## src/rtl/rgbct_div.sv

```systemverilog
`timescale 1ns / 1ps
`default_nettype none
// ----------------------------------------------------------------------------
// rgbct_div: pipelined unsigned restoring divider
// One quotient bit per stage, QW stages. The quotient must fit in QW bits.
// A sideband word and a valid bit travel with each operand pair.
// ----------------------------------------------------------------------------
module rgbct_div #(
	parameter int NW = 32,
	parameter int DW = 16,
	parameter int QW = 16,
	parameter int SW = 1
) (
	input  wire logic          clk,
	input  wire logic          arst_n,
	input  wire logic          en,
	input  wire logic          in_vld,
	input  wire logic [NW-1:0] num,
	input  wire logic [DW-1:0] den,
	input  wire logic [SW-1:0] side,
	output logic               out_vld,
	output logic [QW-1:0]      quo,
	output logic [SW-1:0]      side_out
);

	localparam int RW = DW + QW;

	logic [RW-1:0] rem_s  [QW+1];
	logic [DW-1:0] den_s  [QW+1];
	logic [QW-1:0] quo_s  [QW+1];
	logic [SW-1:0] side_s [QW+1];
	logic          vld_s  [QW+1];

	// Stage zero is the operand input itself.
	assign rem_s[0]  = RW'(num);
	assign den_s[0]  = den;
	assign quo_s[0]  = '0;
	assign side_s[0] = side;
	assign vld_s[0]  = in_vld;

	for (genvar i = 0; i < QW; i++) begin : g_stage
		localparam int K = QW - 1 - i;
		logic [RW-1:0] dsh;
		logic          ge;

		// Try to subtract the divisor shifted to this quotient bit.
		assign dsh = RW'(den_s[i]) << K;
		assign ge  = rem_s[i] >= dsh;

		always_ff @(posedge clk or negedge arst_n) begin
			if (!arst_n) begin
				vld_s[i+1] <= 1'b0;
			end else if (en) begin
				vld_s[i+1] <= vld_s[i];
			end
		end

		always_ff @(posedge clk) begin
			if (en) begin
				rem_s[i+1]  <= ge ? rem_s[i] - dsh : rem_s[i];
				quo_s[i+1]  <= quo_s[i] | (QW'(ge) << K);
				den_s[i+1]  <= den_s[i];
				side_s[i+1] <= side_s[i];
			end
		end
	end

	assign out_vld  = vld_s[QW];
	assign quo      = quo_s[QW];
	assign side_out = side_s[QW];

endmodule
`default_nettype wire

```

## config.mk

```make
export PLATFORM = sky130hd
export DESIGN_NAME = rgbct_div
export DESIGN_NICKNAME = d
export VERILOG_FILES = /design/src/rtl/rgbct_div.sv
export SDC_FILE = /design/constraint.sdc
export NUM_CORES = 1
export LEC_CHECK = 0
export ABC_CLOCK_PERIOD_IN_PS = 5000
export BUFFER_PORTS_ARGS = -buffer_cell sky130_fd_sc_hd__buf_2
export CORE_AREA = 2 2 291 293
export CTS_CLUSTER_DIAMETER = 50
export CTS_CLUSTER_SIZE = 40
export DETAILED_ROUTE_END_ITERATION = 12
export DIE_AREA = 0 0 293 295
export PLACE_DENSITY = 0.74
export SETUP_SLACK_MARGIN = 0.2
export SLEW_MARGIN = 10
export SYNTH_ARGS = -nofsm -noshare
export SYNTH_HDL_FRONTEND = slang
export SYNTH_SLANG_ARGS = --single-unit
```

## constraint.sdc

```tcl
create_clock -name clk -period 5 [get_ports clk]
set_input_delay 0 -clock clk [delete_from_list [all_inputs] [get_ports clk]]
set_output_delay 0 -clock clk [all_outputs]
set_load 0.02 [all_outputs]
```

==> PnR_summary.wiki, run 1 <==
{| class="wikitable"
! Metric !! Value
|-
| Launch point of the worst hold path || side
|-
| Highest Clock Rate || 0.254 GHz
|-
| Required time of the worst setup path || 5.38 ns
|-
| Row count || 106
|-
| Cell Count Post-Placement || just under 5,000
|-
| First-pass GRT wire length || 146,000 microns
|-
| Final hold violation count || 0
|-
| Worst Clk Skew || 0.0324 ns
|-
| Worst reg2reg path startpoint || rem_s[230]$_DFFE_PP_
|-
| Number of pins with negative max-slew slack in the final report || 0
|-
| Max-cap violation count || 0
|-
| Remaining global-route overflow || 0
|-
| Placeable core region || 0.0832 sq mm
|-
| Maximum clock insertion buffer count || 3
|-
| Setup repair after global routing missed its margin || no
|-
| Portion of the clock cycle consumed by the worst path in the final layout || 0.787
|-
| Tot GR Track Use || 0.212
|-
| Clock transition at the registers of the reported paths || 0.08 ns
|-
| Predominant post-synthesis flop cell || sky130_fd_sc_hd__edfxtp_1
|-
| Worst setup path class || flop to flop
|-
| Data arrival time of the worst path || 4.32 ns
|-
| DRC violation total after the first TritonRoute iteration || about 1,700
|-
| # port buffers || 70
|-
| Setup tns final || 0 ns
|-
| Number of vias after detailed routing || 29,200
|-
| Die Outline Area || 0.0864 sq mm
|-
| CTS sink cnt || approximately 890
|-
| Static leakage || 19.7 nW
|-
| HPWL after DPL || approximately 65,000 microns
|-
| Final net count || 4,278
|-
| Reg2reg path depth || 12
|-
| Number of instances on the worst hold path || 2
|-
| HP Class || primary input to flop
|-
| Pre-CTS setup slack || 1.26 ns
|-
| Worst vdd ir || 0.343 mV
|-
| Flop-to-flop setup slack || 1.07 ns
|-
| WHS Endpoint || side_s[15]$_DFFE_PP_
|-
| Weighted congestion reported at the end of routability-driven placement || 0.914
|-
| Terminus of the critical flop-to-flop path || rem_s[222]$_DFFE_PP_
|-
| Crit start category || flop
|-
| Cells after Synth || 3,786
|-
| Final core occ || 0.617
|-
| First drt pass iteration count || 5
|-
| Sequential cell area fraction in the yosys report || 0.585
|-
| Share of layout cells above drive strength 1 || 0.0990
|-
| Clock period minus worst slack || slightly below 4 ns
|-
| Average vias per placed instance || between 5 and 6
|-
| Layout-stage area growth over the synthesis result || 12.8%
|-
| Number of enable flip-flop cells after synthesis || just under 900
|-
| Starting Density || 0.547
|-
| Detailed Route WL || ~92,000 microns
|-
| Number of distinct library cells after synthesis || 92
|-
| Status || finished clean
|-
| Number of standard cells in the final layout excluding fillers || a little over 5,000
|-
| Final setup violating endpoints || 0
|-
| Chip height || between 200 and 300 microns
|-
| Number of antenna diodes || 0
|-
| Capturing element type of the critical path || flop
|-
| Relative slew slack || 0.264
|-
| Number of ports placed on the die boundary || 71
|-
| Post-detailed-route wirelength per cell || 17.9 microns
|-
| DRC violation count after routing || 0
|-
| Worst Slack Setup Final || 1.07 ns
|-
| Power density over cell area || 542 mW/mm^2
|-
| Synthesis-stage register bit count || 888
|-
| Slew at the pin with the worst max-slew slack || 1.08 ns
|-
| Later-pin clock latency in the skew report || 0.68 ns
|-
| Largest net degree at the start of global routing || approximately 160
|-
| Syn_nets || 4,110
|-
| Initial antenna violation count || 0
|-
| X dimension of the die || 293 microns
|-
| Via count of the first global-routing pass || 30,100
|-
| Mapped Avg Cell Area || around 12 sq um
|-
| Buffer cell driving the clock tree root || sky130_fd_sc_hd__clkbuf_16
|-
| Yosys warnings || 0
|-
| Count of H-tree levels built during CTS || 3
|-
| Share of synthesized flip-flops with an asynchronous set or reset || 0.0180
|-
| Post-route ant nets || 0
|-
| CTS Buf Count || 100
|-
| Clock tree from TritonCTS || built
|-
| Total standard cell area after synthesis || 0.0455 sq mm
|-
| Post-CTS setup-driven buffer insertion count || 0
|-
| Worst Path Max Fanout || 4
|}
==> per-stage QoR <==
| step | power [mW] | hold WS [ns] | cell area [sq um] |
|---|---|---|---|
| after CTS | 27.9 | 0.00282 | 51300 |
| after global placement | 19.8 | -0.0839 | 47000 |
| after detailed placement | 20.0 | -0.0728 | 47000 |
| after global routing | 29.4 | 0.0175 | 51300 |
| after floorplan | 17.8 | -0.296 | 45500 |
| final | 27.8 | 0.0478 | 51300 |
==> layer usage <==
| metal | up-vias | share of wire | global-route usage | wire length, microns |
|---|---|---|---|---|
| met5 | - | 0 | 0 | 0 |
| met4 | 0 | 0.051 | 0.112 | 4650 |
| met3 | 285 | 0.029 | 0.0303 | 2670 |
| met2 | 582 | 0.57 | 0.438 | 52300 |
| met1 | 13900 | 0.35 | 0.196 | 31900 |
| li1 | 14300 | - | - | - |
==> kinds of logic after synthesis <==
| group | after synthesis | synth area share |
|---|---|---|
| adders and majority gates | 271 | 0.0771 |
| DFF | 888 | 0.585 |
| xor gates and xnor gates | 298 | 0.0574 |
| and+or+nand+nor | 992 | 0.110 |
| muxes | 73 | 0.0182 |
| AOI/OAI and AO/OA | 835 | 0.115 |
| buffers and inverters | 429 | 0.0374 |
==> flip-flops by register name, indices dropped and copies added (netlist names) <==
signal / count
quo: 16
side_out: 1
den_s: 240
side_s: 15
out_vld: 1
quo_s: 120
rem_s: 480
vld_s: 15
==> synthesized netlist by cell type, types with 22 or more instances <==
master / count / area share
sky130_fd_sc_hd__o21ai_0: 171 / 0.019
sky130_fd_sc_hd__clkbuf_1: 61 / 0.0050
sky130_fd_sc_hd__nor2b_1: 45 / 0.0062
sky130_fd_sc_hd__a21o_1: 81 / 0.013
sky130_fd_sc_hd__nor2_1: 281 / 0.023
sky130_fd_sc_hd__nand3_1: 68 / 0.0075
sky130_fd_sc_hd__o21a_1: 41 / 0.0068
sky130_fd_sc_hd__nand4_1: 51 / 0.0070
sky130_fd_sc_hd__nor4_1: 38 / 0.0052
sky130_fd_sc_hd__a21oi_1: 312 / 0.034
sky130_fd_sc_hd__nand2_1: 206 / 0.017
sky130_fd_sc_hd__xor2_1: 115 / 0.022
sky130_fd_sc_hd__nor3_1: 83 / 0.0091
sky130_fd_sc_hd__a31oi_1: 32 / 0.0044
sky130_fd_sc_hd__or3_1: 22 / 0.0030
sky130_fd_sc_hd__edfxtp_1: 872 / 0.58
sky130_fd_sc_hd__and3_1: 28 / 0.0039
sky130_fd_sc_hd__inv_1: 327 / 0.027
sky130_fd_sc_hd__ha_1: 256 / 0.070
sky130_fd_sc_hd__nand2b_1: 44 / 0.0061
sky130_fd_sc_hd__xnor2_1: 183 / 0.035
sky130_fd_sc_hd__mux2_2: 70 / 0.017
==> worst max-delay path, stage by stage, from the launching register on <==
cell,delay [ns]
sky130_fd_sc_hd__edfxtp_1,0.41
sky130_fd_sc_hd__inv_1,0.08
sky130_fd_sc_hd__ha_1,0.16
sky130_fd_sc_hd__inv_1,0.05
sky130_fd_sc_hd__fa_1,0.39
sky130_fd_sc_hd__a21oi_1,0.19
sky130_fd_sc_hd__nor2_1,0.10
sky130_fd_sc_hd__o31ai_1,0.46
sky130_fd_sc_hd__a21oi_1,0.25
sky130_fd_sc_hd__o41ai_2,0.52
sky130_fd_sc_hd__o211ai_1,0.29
sky130_fd_sc_hd__a2111oi_0,0.63
sky130_fd_sc_hd__xor2_1,0.12
==> worst max path at each step <==
stage | startpoint | endpoint | slack (ns)
after floorplan | rem_s[230]$_DFFE_PP_ | rem_s[222]$_DFFE_PP_ | 1.87
after global placement | rem_s[230]$_DFFE_PP_ | rem_s[222]$_DFFE_PP_ | 1.25
after detailed placement | den_s[144]$_DFFE_PP_ | rem_s[285]$_DFFE_PP_ | 1.26
after CTS | rem_s[230]$_DFFE_PP_ | rem_s[222]$_DFFE_PP_ | 1.13
after global routing | rem_s[230]$_DFFE_PP_ | rem_s[222]$_DFFE_PP_ | 0.76
final | rem_s[230]$_DFFE_PP_ | rem_s[222]$_DFFE_PP_ | 1.07
==> cells in the final DEF (no fill, tap or decap), drive strengths merged, types with 83 or more instances in the layout <==
cell,Yosys,final
a21oi,313,313
buf,36,93
clkbuf,62,104
edfxtp,872,872
ha,256,256
inv,331,366
nand2,207,207
nor2,282,282
nor3,83,83
o21ai,172,172
xnor2,183,183
xor2,115,115
==> timing repair <==
action	in CTS	in global routing
hold endpoints to repair	149	0
setup endpoints to repair	0	0
hold buffers	71	0
gates resized for setup	0	0
==> final cells by class <==
class,count,area [sq um]
clock buffers,104,2540
clock inverters,85,1060
fillers,6205,31900
inverters,331,1240
multi-input cells,2469,17200
flip-flops and latches,888,26600
well taps,1080,1350
repair buffers,164,1310
==> report_power, final <==
| part | internal [mW] | switching [mW] |
|---|---|---|
| Sequential | 10.2 | 0.947 |
| Clock | 4.38 | 3.38 |
| Combinational | 3.93 | 4.93 |
No activity file was read; power rests on OpenSTA's default activity.
==> inputs of run 2 (changes only) <==
ABC_CLOCK_PERIOD_IN_PS = 3300   (was 5000)
PLACE_DENSITY = 0.76   (was 0.74)
clock period = 3.3 ns   (was 5 ns; I/O delays follow)
==> run 2 against run 1 <==
Against the previous run: non-clock buffer count rose by 165; fmax up 26%; sequential share of layout area fell by 1.8 points; global-route usage up 0.25 points; setup slack worse by 0.88 ns; core utilization up 2.2 points; flip-flop and latch count did not move; via count rose by 3.8%; wire length grew 2.4%; clock-buffer cell count decreased by 5.
==> PnR_summary.wiki, run 2 (same netlist as run 1, synthesis figures left out) <==
{| class="wikitable"
! Metric !! Value
|-
| Starting Density || 0.547 (unchanged)
|-
| CTS sink cnt || 888 (unchanged)
|-
| Post-route ant nets || 0 (unchanged)
|-
| Most common cell after layout, fill and taps aside || sky130_fd_sc_hd__edfxtp_1 (unchanged)
|-
| Crit start category || flop (unchanged)
|-
| Chip height || 295 microns (unchanged)
|-
| Share of layout cells above drive strength 1 || 0.161 (was 0.0990)
|-
| Largest registers in the final layout || rem_s x480, den_s x240, quo_s x120 (unchanged)
|-
| Clock tree from TritonCTS || built (unchanged)
|-
| Largest net degree at the start of global routing || 84 (was 164)
|-
| Highest Clock Rate || 0.321 GHz (was 0.254 GHz)
|-
| Required time of the worst setup path || 3.71 ns (was 5.38 ns)
|-
| Max-cap violation count || 0 (unchanged)
|-
| # port buffers || 70 (unchanged)
|-
| Hold slack || 0.0653 ns (was 0.0478 ns)
|-
| Cell type of the slowest stage on the worst timing path || sky130_fd_sc_hd__or4_4 (was sky130_fd_sc_hd__a2111oi_0)
|-
| Die Outline Area || 0.0864 sq mm (unchanged)
|-
| Number of pins with negative max-slew slack in the final report || 0 (unchanged)
|-
| Worst setup path class || flop to flop (unchanged)
|-
| M1 wire length || 31,800 microns (was 31,900 microns)
|-
| Buffer cell driving the clock tree root || sky130_fd_sc_hd__clkbuf_16 (unchanged)
|-
| Slew at the pin with the worst max-slew slack || 0.807 ns (was 1.08 ns)
|-
| DRC violation total after the first TritonRoute iteration || 1,687 (was 1,704)
|-
| CTS Buf Count || 91 (was 100)
|-
| Relative slew slack || 0.462 (was 0.264)
|-
| Top layer in use || met4 (unchanged)
|-
| Portion of the clock cycle consumed by the worst path in the final layout || 0.944 (was 0.787)
|-
| Worst vdd ir || 0.663 mV (was 0.343 mV)
|-
| Final hold violation count || 0 (unchanged)
|-
| Post-detailed-route wirelength per cell || 17.8 microns (was 17.9 microns)
|-
| Clock transition at the registers of the reported paths || 0.09 ns (was 0.08 ns)
|-
| Final net count || 4,434 (was 4,278)
|-
| Count of H-tree levels built during CTS || 3 (unchanged)
|-
| Worst Path Max Fanout || 3 (was 4)
|-
| Capturing element type of the critical path || flop (unchanged)
|-
| Later-pin clock latency in the skew report || 0.68 ns (about the same)
|-
| Max incr delay on CP || 0.60 ns (was 0.63 ns)
|-
| Power density over cell area || 801 mW/mm^2 (was 542 mW/mm^2)
|-
| List of cells traversed by the critical path || ha_1 > nand4_1 > or4_4 > o211ai_1 > nand2_1 > or3b_4 > nor4_4 > nand3_1 > xnor2_1 (was inv_1 > ha_1 > inv_1 > fa_1 > a21oi_1 > nor2_1 > o31ai_1 > a21oi_1 > o41ai_2 > o211ai_1 > a2111oi_0 > xor2_1)
|-
| First drt pass iteration count || 5 (unchanged)
|-
| Met2 routed wirelength || 52,900 microns (was 52,300 microns)
|-
| Maximum clock insertion buffer count || 3 (unchanged)
|-
| Static leakage || 20.5 nW (was 19.7 nW)
|-
| Weighted congestion reported at the end of routability-driven placement || 0.928 (was 0.914)
|-
| Data arrival time of the worst path || 3.52 ns (was 4.32 ns)
|-
| Via count of the first global-routing pass || 31,500 (was 30,100)
|-
| Clock period minus worst slack || 3.11 ns (was 3.93 ns)
|-
| Number of ports placed on the die boundary || 71 (unchanged)
|-
| Final setup violating endpoints || 0 (unchanged)
|-
| HPWL after DPL || 64,000 microns (was 64,900 microns)
|-
| Most flops, register || rem_s (unchanged)
|-
| Detailed Route WL || 93,800 microns (was 91,600 microns)
|-
| X dimension of the die || 293 microns (unchanged)
|-
| First-pass GRT wire length || 150,000 microns (was 146,000 microns)
|-
| DRC violation count after routing || 0 (unchanged)
|-
| Met3 wire len || 2940 microns (was 2670 microns)
|-
| Row count || 106 (unchanged)
|-
| Number of antenna diodes || 0 (unchanged)
|-
| Average vias per placed instance || 5.75 (was 5.69)
|-
| Initial antenna violation count || 0 (unchanged)
|-
| Largest register FFs || 480 (unchanged)
|-
| Leading cell types in the layout, fill and taps excluded || sky130_fd_sc_hd__edfxtp_1 (872), sky130_fd_sc_hd__inv_1 (324), sky130_fd_sc_hd__a21oi_1 (298), sky130_fd_sc_hd__nor2_1 (278), sky130_fd_sc_hd__ha_1 (244) (was sky130_fd_sc_hd__edfxtp_1 (872), sky130_fd_sc_hd__inv_1 (327), sky130_fd_sc_hd__a21oi_1 (312), sky130_fd_sc_hd__nor2_1 (280), sky130_fd_sc_hd__ha_1 (256))
|-
| Layout-stage area growth over the synthesis result || 16.8% (was 12.8%)
|-
| Placeable core region || 0.0832 sq mm (unchanged)
|-
| Filler cell count in the final layout || 5,983 (was 6,205)
|-
| Setup tns final || 0 ns (unchanged)
|-
| Number of vias after detailed routing || 30,300 (was 29,200)
|-
| Tot GR Track Use || 0.214 (was 0.212)
|-
| Cell area after placement || 0.0481 sq mm (was 0.0470 sq mm)
|-
| Post-route cell area || 0.0531 sq mm (was 0.0513 sq mm)
|-
| Setup repair after global routing missed its margin || yes (was no)
|-
| HP Class || primary input to flop (unchanged)
|-
| Area of all sequential standard cells || 0.0266 sq mm (unchanged)
|-
| Remaining global-route overflow || 0 (unchanged)
|-
| Status || finished clean (unchanged)
|-
| Worst Clk Skew || 0.0533 ns (was 0.0324 ns)
|-
| Area of combinational cells with multiple inputs || 0.0180 sq mm (was 0.0172 sq mm)
|}
==> run 2: critical path: cells and delay by family, from the launching register on <==
family	cells	cell delay [ns]
simple gates	6	1.78
fa+ha+maj	1	0.32
xor+xnor	1	0.15
flops	1	0.40
compound gates	1	0.20
==> run 2: through the flow <==
stage / setup slack [ns] / total power, mW / util / std cells
final: 0.186 / 42.5 / 0.638 / 5266
after global routing: 0.0571 / 44.9 / 0.638 / 5266
after CTS: 0.146 / 41.9 / 0.628 / 5225
after detailed placement: -0.127 / 30.8 / 0.578 / 4988
after global placement: -0.0839 / 30.5 / 0.578 / 4988
after floorplan: 0.210 / 27.0 / - / 3786
==> run 2: what timing repair did <==
action | CTS | global route
endpoints found under the hold margin | 121 | 0
buffers inserted | 9 | 40
endpoints found under the setup margin | 116 | 244
hold buffers | 58 | 0
cloned | 1 | 1
gates resized for setup | 56 | 133
pin swaps | 26 | 58
==> run 2: where the power goes <==
part,internal [mW],total (mW),switching (mW)
logic,6.87,14.9,8.06
clock network,5.83,10.7,4.88
registers,15.5,16.9,1.40
total,28.2,42.5,14.3
==> run 2: final cells by class <==
type	count	share of cell area
well taps	1080	0.0255
clock buffers	99	0.0435
multi-input cells	2469	0.338
repair buffers	329	0.0518
flip-flops and latches	888	0.501
clock inverters	70	0.0166
inverters	331	0.0235
==> run 2: final timing paths <==
| path | endpoint | slack (ns) | start | cells past startpoint |
|---|---|---|---|---|
| worst max-delay path | rem_s[124]$_DFFE_PP_ | 0.19 | rem_s[139]$_DFFE_PP_ | 9 |
| worst min-delay path | rem_s[482]$_DFFE_PP_ | 0.07 | num[2] | 2 |
| worst max register to register | rem_s[124]$_DFFE_PP_ | 0.19 | rem_s[139]$_DFFE_PP_ | 9 |
| worst min register to register | side_s[3]$_DFFE_PP_ | 0.40 | side_s[4]$_DFFE_PP_ | 0 |
| max in group asynchronous | vld_s[5]$_DFFE_PN0P_ | 2.39 | arst_n | 3 |
| min in group asynchronous | vld_s[8]$_DFFE_PN0P_ | 0.47 | arst_n | 3 |
==> run 2: layer usage <==
metal,up-vias,GRT usage
met4,0,0.144
met3,368,0.0252
met2,782,0.437
met1,14500,0.195
met5,-,0
li1,14600,-
